### config.mk
export PLATFORM = sky130hd
export DESIGN_NAME = ecg_sensor_packet_parser_core
export DESIGN_NICKNAME = d
export VERILOG_FILES = /design/src/ecgpp_pkg.sv /design/src/ecgpp_parser.sv /design/src/ecgpp_out_reg.sv /design/src/ecg_sensor_packet_parser_core.sv
export SDC_FILE = /design/constraint.sdc
export NUM_CORES = 1
export LEC_CHECK = 0
export BUFFER_PORTS_ARGS = -buffer_cell sky130_fd_sc_hd__buf_4
export CORE_ASPECT_RATIO = 0.8
export CORE_UTILIZATION = 42
export CTS_BUF_LIST = sky130_fd_sc_hd__clkbuf_16
export DETAILED_ROUTE_END_ITERATION = 8
export HOLD_SLACK_MARGIN = 0.15
export SETUP_SLACK_MARGIN = 0.3
export SLEW_MARGIN = 20
export SYNTH_ARGS = -nofsm -noshare
export SYNTH_HDL_FRONTEND = slang
export SYNTH_SLANG_ARGS = --single-unit
### constraint.sdc
create_clock -name clk -period 2.6 [get_ports clk]
set_clock_uncertainty 0.15 [all_clocks]
set_input_delay 0.39 -clock clk [delete_from_list [all_inputs] [get_ports clk]]
set_output_delay 0.39 -clock clk [all_outputs]
set_load 0.1 [all_outputs]
### src/ecgpp_pkg.sv
// ----------------------------------------------------------------------------
// ecgpp_pkg
// shared types and constants for the sensor packet parser
// ----------------------------------------------------------------------------
package ecgpp_pkg;

  // byte values and lengths of the packet format
  localparam logic [7:0] SYNC_BYTE    = 8'hAA;
  localparam logic [7:0] STATUS_LEN   = 8'h12;
  localparam logic [7:0] GOOD_QUALITY = 8'hC8;
  localparam logic [4:0] RAW_LEN_RST  = 5'd4;

  // payload byte positions
  localparam logic [4:0] RAW_HI_POS  = 5'd2;
  localparam logic [4:0] RAW_LO_POS  = 5'd3;
  localparam logic [4:0] STAT_Q_POS  = 5'd1;
  localparam logic [4:0] STAT_HR_POS = 5'd3;

  // packet kinds
  localparam logic KIND_RAW    = 1'b0;
  localparam logic KIND_STATUS = 1'b1;

  // output word layout
  localparam int TDATA_W = 40;
  localparam int PAD_W   = 6;

  typedef struct packed {
    logic               packet_kind;
    logic               checksum_ok;
    logic               sample_valid;
    logic signed [15:0] sample;
    logic [7:0]         signal_quality;
    logic [7:0]         heart_rate;
  } res_t;

endpackage

### src/ecgpp_parser.sv
// ----------------------------------------------------------------------------
// ecgpp_parser
// input byte register, packet state machine and result forming
// ----------------------------------------------------------------------------
module ecgpp_parser (
  input  logic          clk,
  input  logic          rst,
  input  logic          cfg_wen,
  input  logic [4:0]    cfg_wdata,
  input  logic          in_valid,
  output logic          in_ready,
  input  logic [7:0]    in_byte,
  output logic          res_valid,
  input  logic          res_ready,
  output ecgpp_pkg::res_t res
);
  import ecgpp_pkg::*;

  typedef enum logic [4:0] {
    ST_SYNC1   = 5'b00001,
    ST_SYNC2   = 5'b00010,
    ST_LEN     = 5'b00100,
    ST_PAYLOAD = 5'b01000,
    ST_CHECK   = 5'b10000
  } phase_t;

  logic       byte_valid;
  logic [7:0] byte_data;
  logic       step;

  logic [4:0] raw_length;
  phase_t     phase, phase_next;
  logic [4:0] byte_index, byte_index_next;
  logic [7:0] running_sum, running_sum_next;
  logic       packet_is_status, packet_is_status_next;
  logic [4:0] body_length, body_length_next;
  logic [7:0] high_byte, high_byte_next;
  logic [7:0] low_byte, low_byte_next;
  logic [7:0] quality_hold, quality_hold_next;
  logic [7:0] rate_hold, rate_hold_next;

  logic       ok;
  logic [4:0] idx_inc;

  // input stage advances whenever the result side can take a word
  assign in_ready  = !byte_valid || res_ready;
  assign step      = byte_valid && res_ready;
  assign res_valid = byte_valid && (phase == ST_CHECK);

  always_ff @(posedge clk) begin
    if (rst) begin
      byte_valid <= 1'b0;
    end else if (in_ready) begin
      byte_valid <= in_valid;
    end
  end

  always_ff @(posedge clk) begin
    if (in_ready && in_valid) begin
      byte_data <= in_byte;
    end
  end

  // configuration register
  always_ff @(posedge clk) begin
    if (rst) begin
      raw_length <= RAW_LEN_RST;
    end else if (cfg_wen) begin
      raw_length <= cfg_wdata;
    end
  end

  assign ok      = (byte_data == ~running_sum);
  assign idx_inc = byte_index + 5'd1;

  // next state of the packet walk
  always_comb begin
    phase_next            = phase;
    byte_index_next       = byte_index;
    running_sum_next      = running_sum;
    packet_is_status_next = packet_is_status;
    body_length_next      = body_length;
    high_byte_next        = high_byte;
    low_byte_next         = low_byte;
    quality_hold_next     = quality_hold;
    rate_hold_next        = rate_hold;
    case (phase)
      ST_SYNC1: begin
        if (byte_data == SYNC_BYTE) phase_next = ST_SYNC2;
      end
      ST_SYNC2: begin
        phase_next = (byte_data == SYNC_BYTE) ? ST_LEN : ST_SYNC1;
      end
      ST_LEN: begin
        running_sum_next = 8'd0;
        byte_index_next  = 5'd0;
        high_byte_next   = 8'd0;
        low_byte_next    = 8'd0;
        if (byte_data == {3'd0, raw_length} || byte_data == STATUS_LEN) begin
          packet_is_status_next = (byte_data != {3'd0, raw_length});
          body_length_next      = byte_data[4:0];
          phase_next = (byte_data[4:0] == 5'd0) ? ST_CHECK : ST_PAYLOAD;
        end else begin
          phase_next = ST_SYNC1;
        end
      end
      ST_PAYLOAD: begin
        running_sum_next = running_sum + byte_data;
        if (packet_is_status) begin
          if (byte_index == STAT_Q_POS)  high_byte_next = byte_data;
          if (byte_index == STAT_HR_POS) low_byte_next  = byte_data;
        end else begin
          if (byte_index == RAW_HI_POS) high_byte_next = byte_data;
          if (byte_index == RAW_LO_POS) low_byte_next  = byte_data;
        end
        byte_index_next = idx_inc;
        if (idx_inc >= body_length) phase_next = ST_CHECK;
      end
      ST_CHECK: begin
        if (packet_is_status && ok) begin
          quality_hold_next = high_byte;
          rate_hold_next    = low_byte;
        end
        phase_next       = ST_SYNC1;
        byte_index_next  = 5'd0;
        running_sum_next = 8'd0;
      end
      default: begin
        phase_next = ST_SYNC1;
      end
    endcase
  end

  // result of the checksum byte
  always_comb begin
    res.packet_kind    = packet_is_status ? KIND_STATUS : KIND_RAW;
    res.checksum_ok    = ok;
    res.sample_valid   = !packet_is_status && ok && (quality_hold == GOOD_QUALITY);
    res.sample         = res.sample_valid ? $signed({high_byte, low_byte}) : 16'sd0;
    res.signal_quality = quality_hold_next;
    res.heart_rate     = rate_hold_next;
  end

  // packet state
  always_ff @(posedge clk) begin
    if (rst) begin
      phase            <= ST_SYNC1;
      byte_index       <= 5'd0;
      running_sum      <= 8'd0;
      packet_is_status <= 1'b0;
      body_length      <= 5'd0;
      high_byte        <= 8'd0;
      low_byte         <= 8'd0;
      quality_hold     <= 8'd0;
      rate_hold        <= 8'd0;
    end else if (step) begin
      phase            <= phase_next;
      byte_index       <= byte_index_next;
      running_sum      <= running_sum_next;
      packet_is_status <= packet_is_status_next;
      body_length      <= body_length_next;
      high_byte        <= high_byte_next;
      low_byte         <= low_byte_next;
      quality_hold     <= quality_hold_next;
      rate_hold        <= rate_hold_next;
    end
  end

endmodule

### src/ecgpp_out_reg.sv
// ----------------------------------------------------------------------------
// ecgpp_out_reg
// result register that drives the output stream
// ----------------------------------------------------------------------------
module ecgpp_out_reg (
  input  logic                          clk,
  input  logic                          rst,
  input  logic                          res_valid,
  output logic                          res_ready,
  input  ecgpp_pkg::res_t               res,
  output logic                          m_axis_tvalid,
  input  logic                          m_axis_tready,
  output logic [ecgpp_pkg::TDATA_W-1:0] m_axis_tdata,
  output logic                          m_axis_tuser
);
  import ecgpp_pkg::*;

  logic full;
  res_t held;

  // register may load while its current word drains
  assign res_ready = !full || m_axis_tready;

  always_ff @(posedge clk) begin
    if (rst) begin
      full <= 1'b0;
    end else if (res_ready) begin
      full <= res_valid;
    end
  end

  always_ff @(posedge clk) begin
    if (res_ready && res_valid) begin
      held <= res;
    end
  end

  assign m_axis_tvalid = full;
  assign m_axis_tuser  = held.packet_kind;
  assign m_axis_tdata  = {{PAD_W{1'b0}}, held.heart_rate, held.signal_quality,
                          held.sample, held.sample_valid, held.checksum_ok};

endmodule

### src/ecg_sensor_packet_parser_core.sv
// ----------------------------------------------------------------------------
// ecg_sensor_packet_parser_core
// byte stream parser for sensor packets with sample and status results
// ----------------------------------------------------------------------------
// Takes one received serial byte per cycle unless stalled, and emits one
// result word per completed packet (on its checksum byte). A byte passes an
// input register, then the packet state machine and a result register that
// offers the word. The input side stalls only while the result register holds
// a word the output side has not taken. The user must write raw_length via
// cfg_wen/cfg_wdata while the stream is idle; the block does not enforce this.
module ecg_sensor_packet_parser_core (
  input  logic                          clk,
  input  logic                          rst,
  input  logic                          cfg_wen,
  input  logic [4:0]                    cfg_wdata,      // raw_length
  input  logic                          s_axis_tvalid,
  output logic                          s_axis_tready,
  input  logic [7:0]                    s_axis_tdata,   // rx_byte
  output logic                          m_axis_tvalid,
  input  logic                          m_axis_tready,
  // checksum_ok, sample_valid, sample[15:0], signal_quality[7:0],
  // heart_rate[7:0], zero pad
  output logic [ecgpp_pkg::TDATA_W-1:0] m_axis_tdata,
  output logic                          m_axis_tuser    // packet_kind
);
  import ecgpp_pkg::*;

  logic res_valid;
  logic res_ready;
  res_t res;

  ecgpp_parser u_parser (
    .clk       (clk),
    .rst       (rst),
    .cfg_wen   (cfg_wen),
    .cfg_wdata (cfg_wdata),
    .in_valid  (s_axis_tvalid),
    .in_ready  (s_axis_tready),
    .in_byte   (s_axis_tdata),
    .res_valid (res_valid),
    .res_ready (res_ready),
    .res       (res)
  );

  ecgpp_out_reg u_out (
    .clk           (clk),
    .rst           (rst),
    .res_valid     (res_valid),
    .res_ready     (res_ready),
    .res           (res),
    .m_axis_tvalid (m_axis_tvalid),
    .m_axis_tready (m_axis_tready),
    .m_axis_tdata  (m_axis_tdata),
    .m_axis_tuser  (m_axis_tuser)
  );

endmodule

==> flow_summary.toml <==
[grt]
grt_max_degree = 48
gr-total-overflow = 0
met1_usage_pct = 27.2
grt_pass1_vias = 3683
met2_usage_pct = 30.9
grt_pass1_wl_um = 18800
grt.total_usage_pct = 19.4
top_usage_layer = "met2"
grt_util_met3_pct = 3.36
grt_antenna_before_repair = 0

[logic_synthesis]
synth_edf_count = 43
synth-warning-count = 0
synth_top_family_by_area = "simple AND/OR/NAND/NOR gates"
ys_top_cells_by_count = "dfxtp_1, edfxtp_1, nand3_1"
yosys.area_share.simple_pct = 20.7
yosysSeqAreaShare_pct = 50.8
synth_compound_area_share_pct = 8.22
synth_area_leaders = "edfxtp_1, dfxtp_1, mux2i_1"
synth_xor_area_share_pct = 2.62
syn_area_per_cell_sq_um = 10.6
synthAdderAreaFrac_pct = 4.13
ys.flop_type = "dfxtp_1"
synthesis.area_sq_um = 5020
yosys.area.top_type_share_pct = 25.7
ys_seq_elements = 106
ys_types = 58
synth_cells = 475
synthArstFlopShare_pct = 0
synthMuxAreaShare_pct = 8.79
yosysTopAreaCell = "edfxtp_1"
synth.most_common_cell = "dfxtp_1"

[placement]
globalplace.congestion = 0.865
place_inst = 670
dp_hpwl_um = 7740
pre_cts_slack_ns = 0.135
port_buffers = 54

[sta]
setup_viol = 0
tns_ns = 0
worst_pin_slew_ns = 0.648
max_freq_mhz = 423
worst_slack_ns = 0.239
finalHoldViolations = 0
slew_violations = 0
fin_crit_ns = 2.36
slew_headroom_pct = 56.8
whs_ns = 0.160
period_share_pct = 90.8
rsz0062_at_grt = "yes"

[power]
pwr-share-clk_pct = 40.1
comb_power_share_pct = 6.4
power.density_nw_per_um2 = 503
swShare_pct = 23.7
vdd_drop_max_v = 0.000299
p_seq_share_pct = 53.5
switchingPower_uw = 773
cellLeakagePower_uw = 0.00255
intPower_uw = 2480

[finish]
multiInputGateArea_sq_um = 2490
diodes = 0
synthToLayoutAreaGrowth_pct = 28.7
num-nets-final = 597
layout-drive-gt1-share_pct = 27.3
final_cell_count_no_fill = 716
seqCellArea_sq_um = 2560
fillerInstances = 997

[worst_setup_path]
crit_type = "flip-flop to flip-flop"
path_max_fanout = 5
endpoint_kind = "flip-flop"
reg2reg_from = "u_parser.byte_data[0]"
critPathLaunch = "u_parser.byte_data[0]"
cp-start-kind = "flip-flop"
required_ns = 2.73
worstPathArrival_ns = 2.50

[cts]
clock-sinks = 106
cts_inserted_buffers = 9
cts_max_level = 3
root_buffer = "clkbuf_16"
cts_tree = "built"
clkLatencyLatePin_ns = 0.35
clock_path_buffers = 2
cts.clk_slew.worst_paths_ns = 0.07

[floorplanning]
ios = 61
fp.coreArea_sq_um = 11600
rows = 35
die_y_um = 99.8
die_x_um = 124
die_area_sq_um = 12400
start_util_pct = 43.5

[drt]
dr.pass1.iters = 4
drt_iter0_drc = 183
ant_nets = 0
viasPerCell = 5.30
drc = 0
detail_route.wl_per_cell_um = 16.5
routed_wl_um = 11800
vias = 3792

[run_status]
status = "finished clean"

[run]
cap_violations = 0

[min_path]
min_path_type = "input port to flip-flop"
min-delay-start = "cfg_wdata[1]"
## stage by stage
stage | power, uW | util (%) | cell area [sq um]
2_1_floorplan | 1900 | - | 5100
3_3_place_gp | 1950 | 49.3 | 5700
3_5_place_dp | 1950 | 49.3 | 5700
4_1_cts | 3290 | 55.0 | 6350
5_1_grt | 3390 | 55.9 | 6470
6_report | 3260 | 55.9 | 6470
## final cells by class
type | count | area share, %
flip-flops and latches | 106 | 39.6
multi-input cells | 331 | 38.5
repair buffers | 104 | 13.9
clock buffers | 9 | 3.48
well taps | 148 | 2.86
clock inverters | 7 | 0.948
inverters | 11 | 0.696
## what timing repair did
item | CTS | global route
setup endpoints to repair | 34 | 55
hold endpoints to repair | 13 | 0
gates resized for setup | 27 | 16
hold buffers | 13 | 0
gates cloned | 1 | 0
pin swaps | 10 | 8
setup buffers | 10 | 6
## power by group through the flow
| stage | clock network (uW) | registers (uW) | logic (uW) |
|---|---|---|---|
| global route | 1430 | 1740 | 222 |
| CTS | 1350 | 1740 | 198 |
| floorplan | 0 | 1780 | 125 |
| finish | 1310 | 1740 | 209 |
| detailed placement | 0 | 1780 | 172 |
| global placement | 0 | 1780 | 169 |
## metal layers
| layer | vias to the layer above | wire length, um |
|---|---|---|
| met5 | - | 0 |
| met3 | 10 | 456 |
| met2 | 78 | 5540 |
| met4 | 0 | 101 |
| met1 | 1827 | 5750 |
| li1 | 1877 | - |
## sequential cells by signal (all words and copies together) (netlist names)
signal / count
u_parser.high_byte: 8
u_parser.running_sum: 8
u_parser.rate_hold: 8
u_parser.byte_valid: 1
u_out.m_axis_tvalid: 1
u_parser.quality_hold: 8
u_parser.low_byte: 8
u_parser.packet_is_status: 1
u_parser.phase: 5
u_parser.byte_index: 5
u_out.m_axis_tuser: 1
u_parser.byte_data: 8
u_parser.body_length: 5
u_parser.raw_length: 5
u_out.m_axis_tdata: 34
## cell usage in the layout, fill, tap and decap left out, drive strengths merged, types with 6 or more instances in the layout
cell type / count
edfxtp: 43
xnor2: 12
mux2: 17
nand3: 35
conb: 6
buf: 91
clkbuf: 9
o21ai: 22
mux2i: 25
dfxtp: 63
nor2: 30
nor3: 9
and3: 16
nand2: 22
dlygate4sd3: 13
nor2b: 6
ha: 15
nor4: 6
nand2b: 28
inv: 14
a21oi: 25
## critical path, stage by stage, from the launching register on
cell and delay, ns:
edfxtp_1 0.46, buf_4 0.17, buf_6 0.12, or2_4 0.22
or4_4 0.52, or4_1 0.51, a21oi_2 0.14
## final timing paths
kind	endpoint	slack, ns	cells after the start
setup / recovery	u_parser.phase[1]	0.24	6
hold / removal	u_parser.raw_length[1]	0.16	3
setup reg to reg	u_parser.phase[1]	0.24	6
hold reg to reg	u_parser.body_length[4]	0.33	2
## cell families (layout without fill, tap and decap cells)
family,after synthesis,count (layout)
AOI/OAI and AO/OA,69,69
xor gates and xnor gates,15,15
adders and majority gates,16,16
buffers and inverters,43,131
DFF,106,106
muxes,42,42
other,1,6
and+or+nand+nor,183,183
Power figures use the tool's default switching activity.
